--- src/rtl/vat_pkg.sv ---
// vat_pkg: shared widths, codes and structs of the vertex affine transform
// used by vat_operand_sel, vat_mac_lane and vertex_affine_transform
package vat_pkg;

  // data path widths
  localparam int COORD_WIDTH = 32;
  localparam int FRAC_BITS   = 16;
  localparam int COEF_FRAC   = 16;

  // configuration register widths
  localparam int MODE_W     = 2;
  localparam int AXIS_W     = 2;
  localparam int OFS_W      = 32;
  localparam int SCALE_W    = 32;
  localparam int TRIG_W     = 18;
  localparam int CFG_DATA_W = 32;
  localparam int CFG_IDX_W  = 3;

  // operand and accumulator widths, wide enough for any product and sum
  localparam int OPA_W  = (COORD_WIDTH > OFS_W) ? COORD_WIDTH : OFS_W;
  localparam int CF_W   = ((SCALE_W > TRIG_W) ? SCALE_W : TRIG_W) + 1;
  localparam int PROD_W = OPA_W + CF_W;
  localparam int SUM_W  = PROD_W + 2;

  // stream payload
  localparam int NUM_AXES = 3;
  localparam int TDATA_RAW_W = NUM_AXES * COORD_WIDTH;
  localparam int TDATA_W = ((TDATA_RAW_W + 7) / 8) * 8;

  // pipeline depth from input register to output register
  localparam int NUM_STAGES = 5;

  // reset values
  localparam logic signed [SCALE_W-1:0] SCALE_RESET = SCALE_W'(1) <<< FRAC_BITS;
  localparam logic signed [TRIG_W-1:0]  COS_RESET   = TRIG_W'(1) <<< COEF_FRAC;

  typedef enum logic [MODE_W-1:0] {
    MODE_TRANSLATE = 2'd0,
    MODE_SCALE     = 2'd1,
    MODE_ROTATE    = 2'd2
  } mode_e;

  typedef enum logic [AXIS_W-1:0] {
    AXIS_X = 2'd0,
    AXIS_Y = 2'd1,
    AXIS_Z = 2'd2
  } axis_e;

  typedef enum logic [CFG_IDX_W-1:0] {
    REG_MODE     = 3'd0,
    REG_AXIS     = 3'd1,
    REG_OFFSET_X = 3'd2,
    REG_OFFSET_Y = 3'd3,
    REG_OFFSET_Z = 3'd4,
    REG_SCALE    = 3'd5,
    REG_COS      = 3'd6,
    REG_SIN      = 3'd7
  } reg_idx_e;

  // rounding applied before the final shift
  typedef enum logic [1:0] {
    RND_NONE = 2'd0,
    RND_FRAC = 2'd1,
    RND_COEF = 2'd2
  } rnd_e;

  typedef struct packed {
    mode_e                     mode;
    axis_e                     axis;
    logic signed [OFS_W-1:0]   offset_x;
    logic signed [OFS_W-1:0]   offset_y;
    logic signed [OFS_W-1:0]   offset_z;
    logic signed [SCALE_W-1:0] scale;
    logic signed [TRIG_W-1:0]  cos_c;
    logic signed [TRIG_W-1:0]  sin_c;
  } cfg_t;

  // operands of one output coordinate: a*ca + b*cb, or a + b without multiply
  typedef struct packed {
    logic signed [OPA_W-1:0] a;
    logic signed [CF_W-1:0]  ca;
    logic signed [OPA_W-1:0] b;
    logic signed [CF_W-1:0]  cb;
    logic                    use_mul;
    rnd_e                    rnd;
  } lane_op_t;

  // load enables of the lane stages
  typedef struct packed {
    logic op;
    logic mul;
    logic add;
    logic sat;
  } stage_en_t;

endpackage

--- src/rtl/vat_operand_sel.sv ---
// vat_operand_sel: picks multiplier operands of all three lanes from mode and axis
// depends on vat_pkg
module vat_operand_sel (
  input  logic signed [vat_pkg::COORD_WIDTH-1:0] x_i,
  input  logic signed [vat_pkg::COORD_WIDTH-1:0] y_i,
  input  logic signed [vat_pkg::COORD_WIDTH-1:0] z_i,
  input  vat_pkg::cfg_t                          cfg_i,
  output vat_pkg::lane_op_t                      op_x_o,
  output vat_pkg::lane_op_t                      op_y_o,
  output vat_pkg::lane_op_t                      op_z_o
);

  logic signed [vat_pkg::OPA_W-1:0] xa, ya, za;
  logic signed [vat_pkg::CF_W-1:0]  c_c, s_c, ns_c, sc_c;

  assign xa   = vat_pkg::OPA_W'(x_i);
  assign ya   = vat_pkg::OPA_W'(y_i);
  assign za   = vat_pkg::OPA_W'(z_i);
  assign c_c  = vat_pkg::CF_W'(cfg_i.cos_c);
  assign s_c  = vat_pkg::CF_W'(cfg_i.sin_c);
  assign ns_c = -s_c;
  assign sc_c = vat_pkg::CF_W'(cfg_i.scale);

  // plain pass of a coordinate
  function automatic vat_pkg::lane_op_t pass_op(input logic signed [vat_pkg::OPA_W-1:0] v);
    vat_pkg::lane_op_t r;
    r.a       = v;
    r.ca      = '0;
    r.b       = '0;
    r.cb      = '0;
    r.use_mul = 1'b0;
    r.rnd     = vat_pkg::RND_NONE;
    return r;
  endfunction

  function automatic vat_pkg::lane_op_t mac_op(
    input logic signed [vat_pkg::OPA_W-1:0] a,
    input logic signed [vat_pkg::CF_W-1:0]  ca,
    input logic signed [vat_pkg::OPA_W-1:0] b,
    input logic signed [vat_pkg::CF_W-1:0]  cb,
    input vat_pkg::rnd_e                    rnd
  );
    vat_pkg::lane_op_t r;
    r.a       = a;
    r.ca      = ca;
    r.b       = b;
    r.cb      = cb;
    r.use_mul = 1'b1;
    r.rnd     = rnd;
    return r;
  endfunction

  always_comb begin
    op_x_o = pass_op(xa);
    op_y_o = pass_op(ya);
    op_z_o = pass_op(za);
    case (cfg_i.mode)
      vat_pkg::MODE_TRANSLATE: begin
        op_x_o.b = vat_pkg::OPA_W'(cfg_i.offset_x);
        op_y_o.b = vat_pkg::OPA_W'(cfg_i.offset_y);
        op_z_o.b = vat_pkg::OPA_W'(cfg_i.offset_z);
      end
      vat_pkg::MODE_SCALE: begin
        op_x_o = mac_op(xa, sc_c, '0, '0, vat_pkg::RND_FRAC);
        op_y_o = mac_op(ya, sc_c, '0, '0, vat_pkg::RND_FRAC);
        op_z_o = mac_op(za, sc_c, '0, '0, vat_pkg::RND_FRAC);
      end
      vat_pkg::MODE_ROTATE: begin
        case (cfg_i.axis)
          vat_pkg::AXIS_X: begin
            op_y_o = mac_op(ya, c_c, za, ns_c, vat_pkg::RND_COEF);
            op_z_o = mac_op(ya, s_c, za, c_c, vat_pkg::RND_COEF);
          end
          vat_pkg::AXIS_Y: begin
            op_x_o = mac_op(xa, c_c, za, s_c, vat_pkg::RND_COEF);
            op_z_o = mac_op(xa, ns_c, za, c_c, vat_pkg::RND_COEF);
          end
          vat_pkg::AXIS_Z: begin
            op_x_o = mac_op(xa, c_c, ya, ns_c, vat_pkg::RND_COEF);
            op_y_o = mac_op(xa, s_c, ya, c_c, vat_pkg::RND_COEF);
          end
          default: begin
            // unused axis code passes the vertex
          end
        endcase
      end
      default: begin
        // unused mode code passes the vertex
      end
    endcase
  end

endmodule

--- config.mk ---
export PLATFORM = sky130hd
export DESIGN_NAME = vat_operand_sel
export DESIGN_NICKNAME = d
export VERILOG_FILES = /design/src/rtl/vat_pkg.sv /design/src/rtl/vat_operand_sel.sv
export SDC_FILE = /design/constraint.sdc
export NUM_CORES = 1
export LEC_CHECK = 0
export BUFFER_PORTS_ARGS = -buffer_cell sky130_fd_sc_hd__buf_2
export CAP_MARGIN = 20
export CORE_AREA = 5 5 251 253
export DETAILED_ROUTE_END_ITERATION = 12
export DIE_AREA = 0 0 256 258
export MAX_ROUTING_LAYER = met4
export RECOVER_POWER = 100
export SLEW_MARGIN = 20
export SYNTH_ARGS = -nofsm -noshare
export SYNTH_HDL_FRONTEND = slang
export SYNTH_SLANG_ARGS = --single-unit
--- constraint.sdc ---
create_clock -name vclk -period 4.2
set_clock_uncertainty 0.05 [all_clocks]
set_input_delay 0.21 -clock vclk [all_inputs]
set_output_delay 0.21 -clock vclk [all_outputs]
set_load 0.005 [all_outputs]
==> summary.md, run 1 <==
| Metric | Value |
|---|---|
| Distinct cells, synth | `56` |
| Critical Path Sink Type | `primary output` |
| Synthesized net count | `1152` |
| Hpwl dp | `50.9 mm` |
| CP bufs+invs | `5` |
| Postcts setup bufs | `0` |
| Yosys warnings | `0` |
| CP Launch Type | `input port` |
| Cell count after synthesis | `881` |
| Violated checks | `capacitance limit, slew limit` |
| Hold-fix buffers, CTS | `0` |
| Pleak | `4.02 nW` |
| Wire length per cell | `27.2 um` |
| Area contributors post-synth | `a22o_1 (21%), a22oi_1 (13%), nand2_1 (11%)` |
| CP max-delay cell | `clkbuf_2` |
| Min Clock Period, post-route | `3.50 ns` |
| Layout cell share with drive strength beyond 1 | `27.9%` |
| Max-cap violations | `3` |
| Peak VDD IR | `0.0396 mV` |
| RSZ-0062 raised after global routing | `false` |
| Via count | `9793` |
| Syn Area/Cell | `6.25 um^2` |
| Worst-path fanout max | `62` |
| Util after Layout | `14.5%` |
| Clk_buf instances | `0` |
| Most common cell in the netlist | `nand2_1` |
| Seq/Total Area, Yosys | `0%` |
| Top delay family on crit path | `buffers and inverters` |
| Max-slew violations | `158` |
| Drt first pass iters | `5` |
| Commonest cells in the netlist | `nand2_1 (166), a22o_1 (134), clkbuf_1 (95), a22oi_1 (92), o21ai_0 (74)` |
| Die height | `258 um` |
| Layout filler cell count | `7352` |
| Drt total wl | `60.1 mm` |
| Most frequent CP cell | `clkbuf_1` |
| Residual DRC | `0` |
| Die X | `256 um` |
| Max stage delay on crit path | `1.16 ns` |
| Reg area | `0 um^2` |
| Rows | `91` |
| Crit path arrival time | `3.24 ns` |
| Vias in the first global route | `9580` |
| Routability congestion estimate | `0.934` |
| Layout Nets | `1679` |
| Post-CTS sizing | `0` |
| All-Layer GR Usage | `17.1%` |
| I/O pin count | `663` |
| Via density | `4.43` |
| Status | `finished with violations` |
| Core Box Area | `60800 um^2` |
| Setup TNS | `0 ns` |
| Port bufs | `663` |
| Relative slew margins | `-20.7%` |
| Post-synth top area cell | `a22o_1` |
| Synth top area share | `21.3%` |
| Initial Utilization | `9.06%` |
| Final antenna-violating net count | `0` |
| Final hold violation count | `0` |
| Cell Chain, Critical Path | `clkbuf_1 -> inv_1 -> ha_1 -> clkbuf_2 -> o21ai_0 -> nand3b_1 -> buf_4 -> a22o_1 -> clkbuf_1` |
| DRC marker count from the first detailed-route iteration | `879` |
| Initial antenna violation count | `19` |
| Global-route wire length before repair | `79.9 mm` |
| Power Dens Cells | `110 nW/um^2` |
| Synthesized cell area | `5510 um^2` |
| Worst hold margin | `0.589 ns` |
| Largest net degree at the start of global routing | `72` |
| # setup viols final | `0` |
| Req. time, crit path | `3.94 ns` |
| Hold Crit Class | `in2out` |
| Tcrit/Tclk final | `83.3%` |
| Area of the die | `66000 um^2` |
| Worst slew pin tran | `1.80 ns` |
| FFs & Latches | `0` |
| Total grt overflow | `0` |
| Area Overhead vs Synth | `59.6%` |
| Setup Crit Path Kind | `in2out` |
| Final total power | `0.964 mW` |
| Maximum clock frequency | `286 MHz` |
[cells in the final DEF (no fill, tap or decap), drive strengths merged, types with 2 or more instances in the layout]
cell	count
o2bb2ai	32
a22oi	92
mux2	2
a22o	134
nor2b	5
nand2	166
o211ai	4
clkbuf	325
nor3	7
a21oi	12
buf	362
and3	5
nand4	4
nor2	24
o21ai	78
and2	23
a31oi	8
a21o	7
a221o	2
or3	5
diode	13
o31ai	26
nor4	8
or4	3
or2	2
ha	7
xnor2	13
nand3b	2
nand3	23
o21bai	2
inv	11
[worst paths after layout]
| kind | start | to | slack (ns) | cells after the start |
|---|---|---|---|---|
| max | cfg_i[164] | op_y_o[123] | 0.70 | 9 |
| min | x_i[27] | op_x_o[128] | 0.59 | 2 |
[layout make-up]
class | instances | area, um^2 | share of cell area, %
multi-input combinational | 708 | 4640 | 52.7
timing repair buffer | 687 | 3090 | 35.2
tap | 790 | 988 | 11.2
inverter | 11 | 41.3 | 0.470
antenna | 13 | 32.5 | 0.370
[per-layer routing]
metal	global-route usage, %	vias up	share of wire (%)
met5	-	-	0
met4	1.62	0	2.1
met3	5.40	66	9.8
met2	31.0	649	50
met1	19.3	4711	39
li1	-	4367	-
[power by group]
part / switching [mW] / internal, mW
logic: 0.612 / 0.352
clock network: 0 / 0.000000415
registers: 0 / 0
[kinds of logic after synthesis]
family	synth area share [%]
and+or+nand+nor	24.0
xor gates and xnor gates	2.07
adders and majority gates	1.59
AOI/OAI and AO/OA	55.7
muxes	0.591
buffers and inverters	16.0
[per-stage QoR]
step                cells  cell area [um^2]  setup WS (ns)
CTS                  2196              9230           1.02
detailed placement   2196              9230           1.03
global placement     2196              9230           1.13
global route         2207              8790          0.469
floorplan             881              5510           2.00
finish               2209              8790          0.701
(Power assumes the default switching activity.)
==> run 2: changes to the inputs <==
--- a/config.mk
+++ b/config.mk
@@ -7,9 +7,9 @@
 export LEC_CHECK = 0
 export BUFFER_PORTS_ARGS = -buffer_cell sky130_fd_sc_hd__buf_2
 export CAP_MARGIN = 20
-export CORE_AREA = 5 5 251 253
+export CORE_AREA = 5 5 254 256
 export DETAILED_ROUTE_END_ITERATION = 12
-export DIE_AREA = 0 0 256 258
+export DIE_AREA = 0 0 259 261
 export MAX_ROUTING_LAYER = met4
 export RECOVER_POWER = 100
 export SLEW_MARGIN = 20
==> constraint.sdc (replaced) <==
create_clock -name vclk -period 3.6
set_clock_uncertainty 0.05 [all_clocks]
set_input_delay 0.18 -clock vclk [all_inputs]
set_output_delay 0.18 -clock vclk [all_outputs]
set_load 0.005 [all_outputs]
==> summary.md, run 2 (same netlist as run 1, synthesis figures left out) <==
| Metric | Value |
|---|---|
| Vias in the first global route | `9296 (-3.0%)` |
| Reg area | `0 um^2 (unchanged)` |
| Req. time, crit path | `3.37 ns (-0.57 ns)` |
| Most frequent cells in the layout | `buf_2 (339), clkbuf_1 (314), nand2_1 (165)` |
| Core Box Area | `62300 um^2 (+2.4%)` |
| Residual DRC | `0 (unchanged)` |
| Status | `complete, no violations` |
| Drt total wl | `59.7 mm (-0.72%)` |
| Via count | `9901 (+1.1%)` |
| Layout filler cell count | `7492 (+1.9%)` |
| Postcts setup bufs | `0 (unchanged)` |
| Relative slew margins | `12.4% (+33 points)` |
| Min Clock Period, post-route | `3.12 ns` |
| FFs & Latches | `0 (unchanged)` |
| Commonest non-fill, non-tap cell in the layout | `buf_2` |
| Area Overhead vs Synth | `62.4%` |
| GRT met2 Usage | `29.0% (-2.0 points)` |
| GRT met1 Usage | `19.5% (+0.16 points)` |
| Global-route wire length before repair | `78.1 mm (-2.2%)` |
| Setup TNS | `0 ns (unchanged)` |
| Max-slew violations | `0 (-100%)` |
| Util after Layout | `14.4% (-0.093 points)` |
| Largest net degree at the start of global routing | `70 (-2.8%)` |
| Worst slew pin tran | `1.31 ns (-0.489 ns)` |
| RSZ-0062 raised after global routing | `false` |
| Worst hold margin | `0.529 ns (-0.0597 ns)` |
| Initial antenna violation count | `33 (+14)` |
| Power Dens Cells | `125 nW/um^2 (+14%)` |
| Die height | `261 um (+1.2%)` |
| Peak VDD IR | `0.0556 mV (+40%)` |
| Hold EP | `op_x_o[128]` |
| Hold path depth | `2 (unchanged)` |
| Drt first pass iters | `5 (unchanged)` |
| Tcrit/Tclk final | `86.7%` |
| Met3 usage | `4.06% (-1.3 points)` |
| Total grt overflow | `0 (unchanged)` |
| All-Layer GR Usage | `16.5% (-0.65 points)` |
| Setup Crit Path Kind | `in2out` |
| Wire length per cell | `26.2 um (-3.6%)` |
| Pleak | `4.02 nW (+0.13%)` |
| Maximum clock frequency | `321 MHz` |
| CP max-delay cell | `nor4_1` |
| Final total power | `1.11 mW (+16%)` |
| Layout cell share with drive strength beyond 1 | `27.9% (+0.031 points)` |
| Layout Nets | `1681 (+0.12%)` |
| Post-CTS sizing | `0 (unchanged)` |
| Worst-path fanout max | `7 (-89%)` |
| CP Launch Type | `input port` |
| Critical Path Sink Type | `primary output` |
| # setup viols final | `0 (unchanged)` |
| Final hold violation count | `0 (unchanged)` |
| Hpwl dp | `50.2 mm (-1.5%)` |
| Max stage delay on crit path | `0.85 ns (-0.31 ns)` |
| Hold Crit Class | `in2out` |
| Busiest grt layer | `met2` |
| Routability congestion estimate | `0.932 (-0.16%)` |
| Max-cap violations | `0 (-3)` |
| Via density | `4.35 (-1.8%)` |
| Instance area at placement | `9350 um^2 (+1.3%)` |
| Final Cell Area | `8950 um^2 (+1.8%)` |
| Rows | `92 (+1.1%)` |
| Hold-fix buffers, CTS | `0 (unchanged)` |
| Initial Utilization | `8.84% (-0.21 points)` |
| Die X | `259 um (+1.2%)` |
| Area of the die | `67600 um^2 (+2.3%)` |
| Final antenna-violating net count | `0 (unchanged)` |
| DRC marker count from the first detailed-route iteration | `977 (+11%)` |
| Clk_buf instances | `0 (unchanged)` |
| Cell Chain, Critical Path | `clkbuf_1 -> inv_1 -> ha_1 -> or4b_2 -> nor4_1 -> mux2i_1 -> nand3_1 -> buf_2` |
| I/O pin count | `663 (unchanged)` |
| Port bufs | `663 (unchanged)` |
| Crit path arrival time | `2.89 ns (-0.35 ns)` |
| Hold_sp | `x_i[27]` |
| Area of the multi-input gates | `4660 um^2 (+0.59%)` |
run 2: changes by cell type in the layout (fill, tap and decap cells not counted), sizes merged:
cell,change
diode,+8
buf,-4
clkbuf,+6
run 2: worst max path at each step:
stage	from	end	slack [ns]
after global routing	cfg_i[166]	op_x_o[20]	0.32
after detailed placement	cfg_i[164]	op_y_o[125]	0.76
after global placement	cfg_i[166]	op_y_o[125]	0.76
final	cfg_i[0]	op_z_o[84]	0.48
after CTS	cfg_i[164]	op_y_o[125]	0.73
after floorplan	cfg_i[166]	op_x_o[100]	1.46
run 2: final cells by class:
cell class                      count  area share [%]
Inverter                           11           0.462
Timing Repair Buffer              689            35.0
Antenna cell                       21           0.587
Tap cell                          846            11.8
Multi-Input combinational cell    708            52.1
run 2: worst max-delay path: cells and delay by family:
family,cells,cell delay (ns)
fa+ha+maj,1,0.37
buf+inv,3,0.48
mux,1,0.29
simple gates,3,1.57
run 2: power breakdown:
part           internal (mW)  leakage (nW)    total, mW  switching, mW
Sequential                 0             0            0              0
Clock            0.000000558      0.000132  0.000000558              0
Combinational          0.416          4.02         1.11          0.699
Total                  0.416          4.02         1.11          0.699
run 2: stage by stage:
step / setup WS (ns) / cells
2_1_floorplan: 1.46 / 881
3_3_place_gp: 0.759 / 2254
3_5_place_dp: 0.764 / 2254
4_1_cts: 0.734 / 2254
5_1_grt: 0.320 / 2273
6_report: 0.480 / 2275
run 2: routing by layer:
layer	part of all wire, %	up-vias
met2	48	681
met1	39	4746
met4	2.8	0
li1	-	4389
met3	9.6	85
met5	0	-
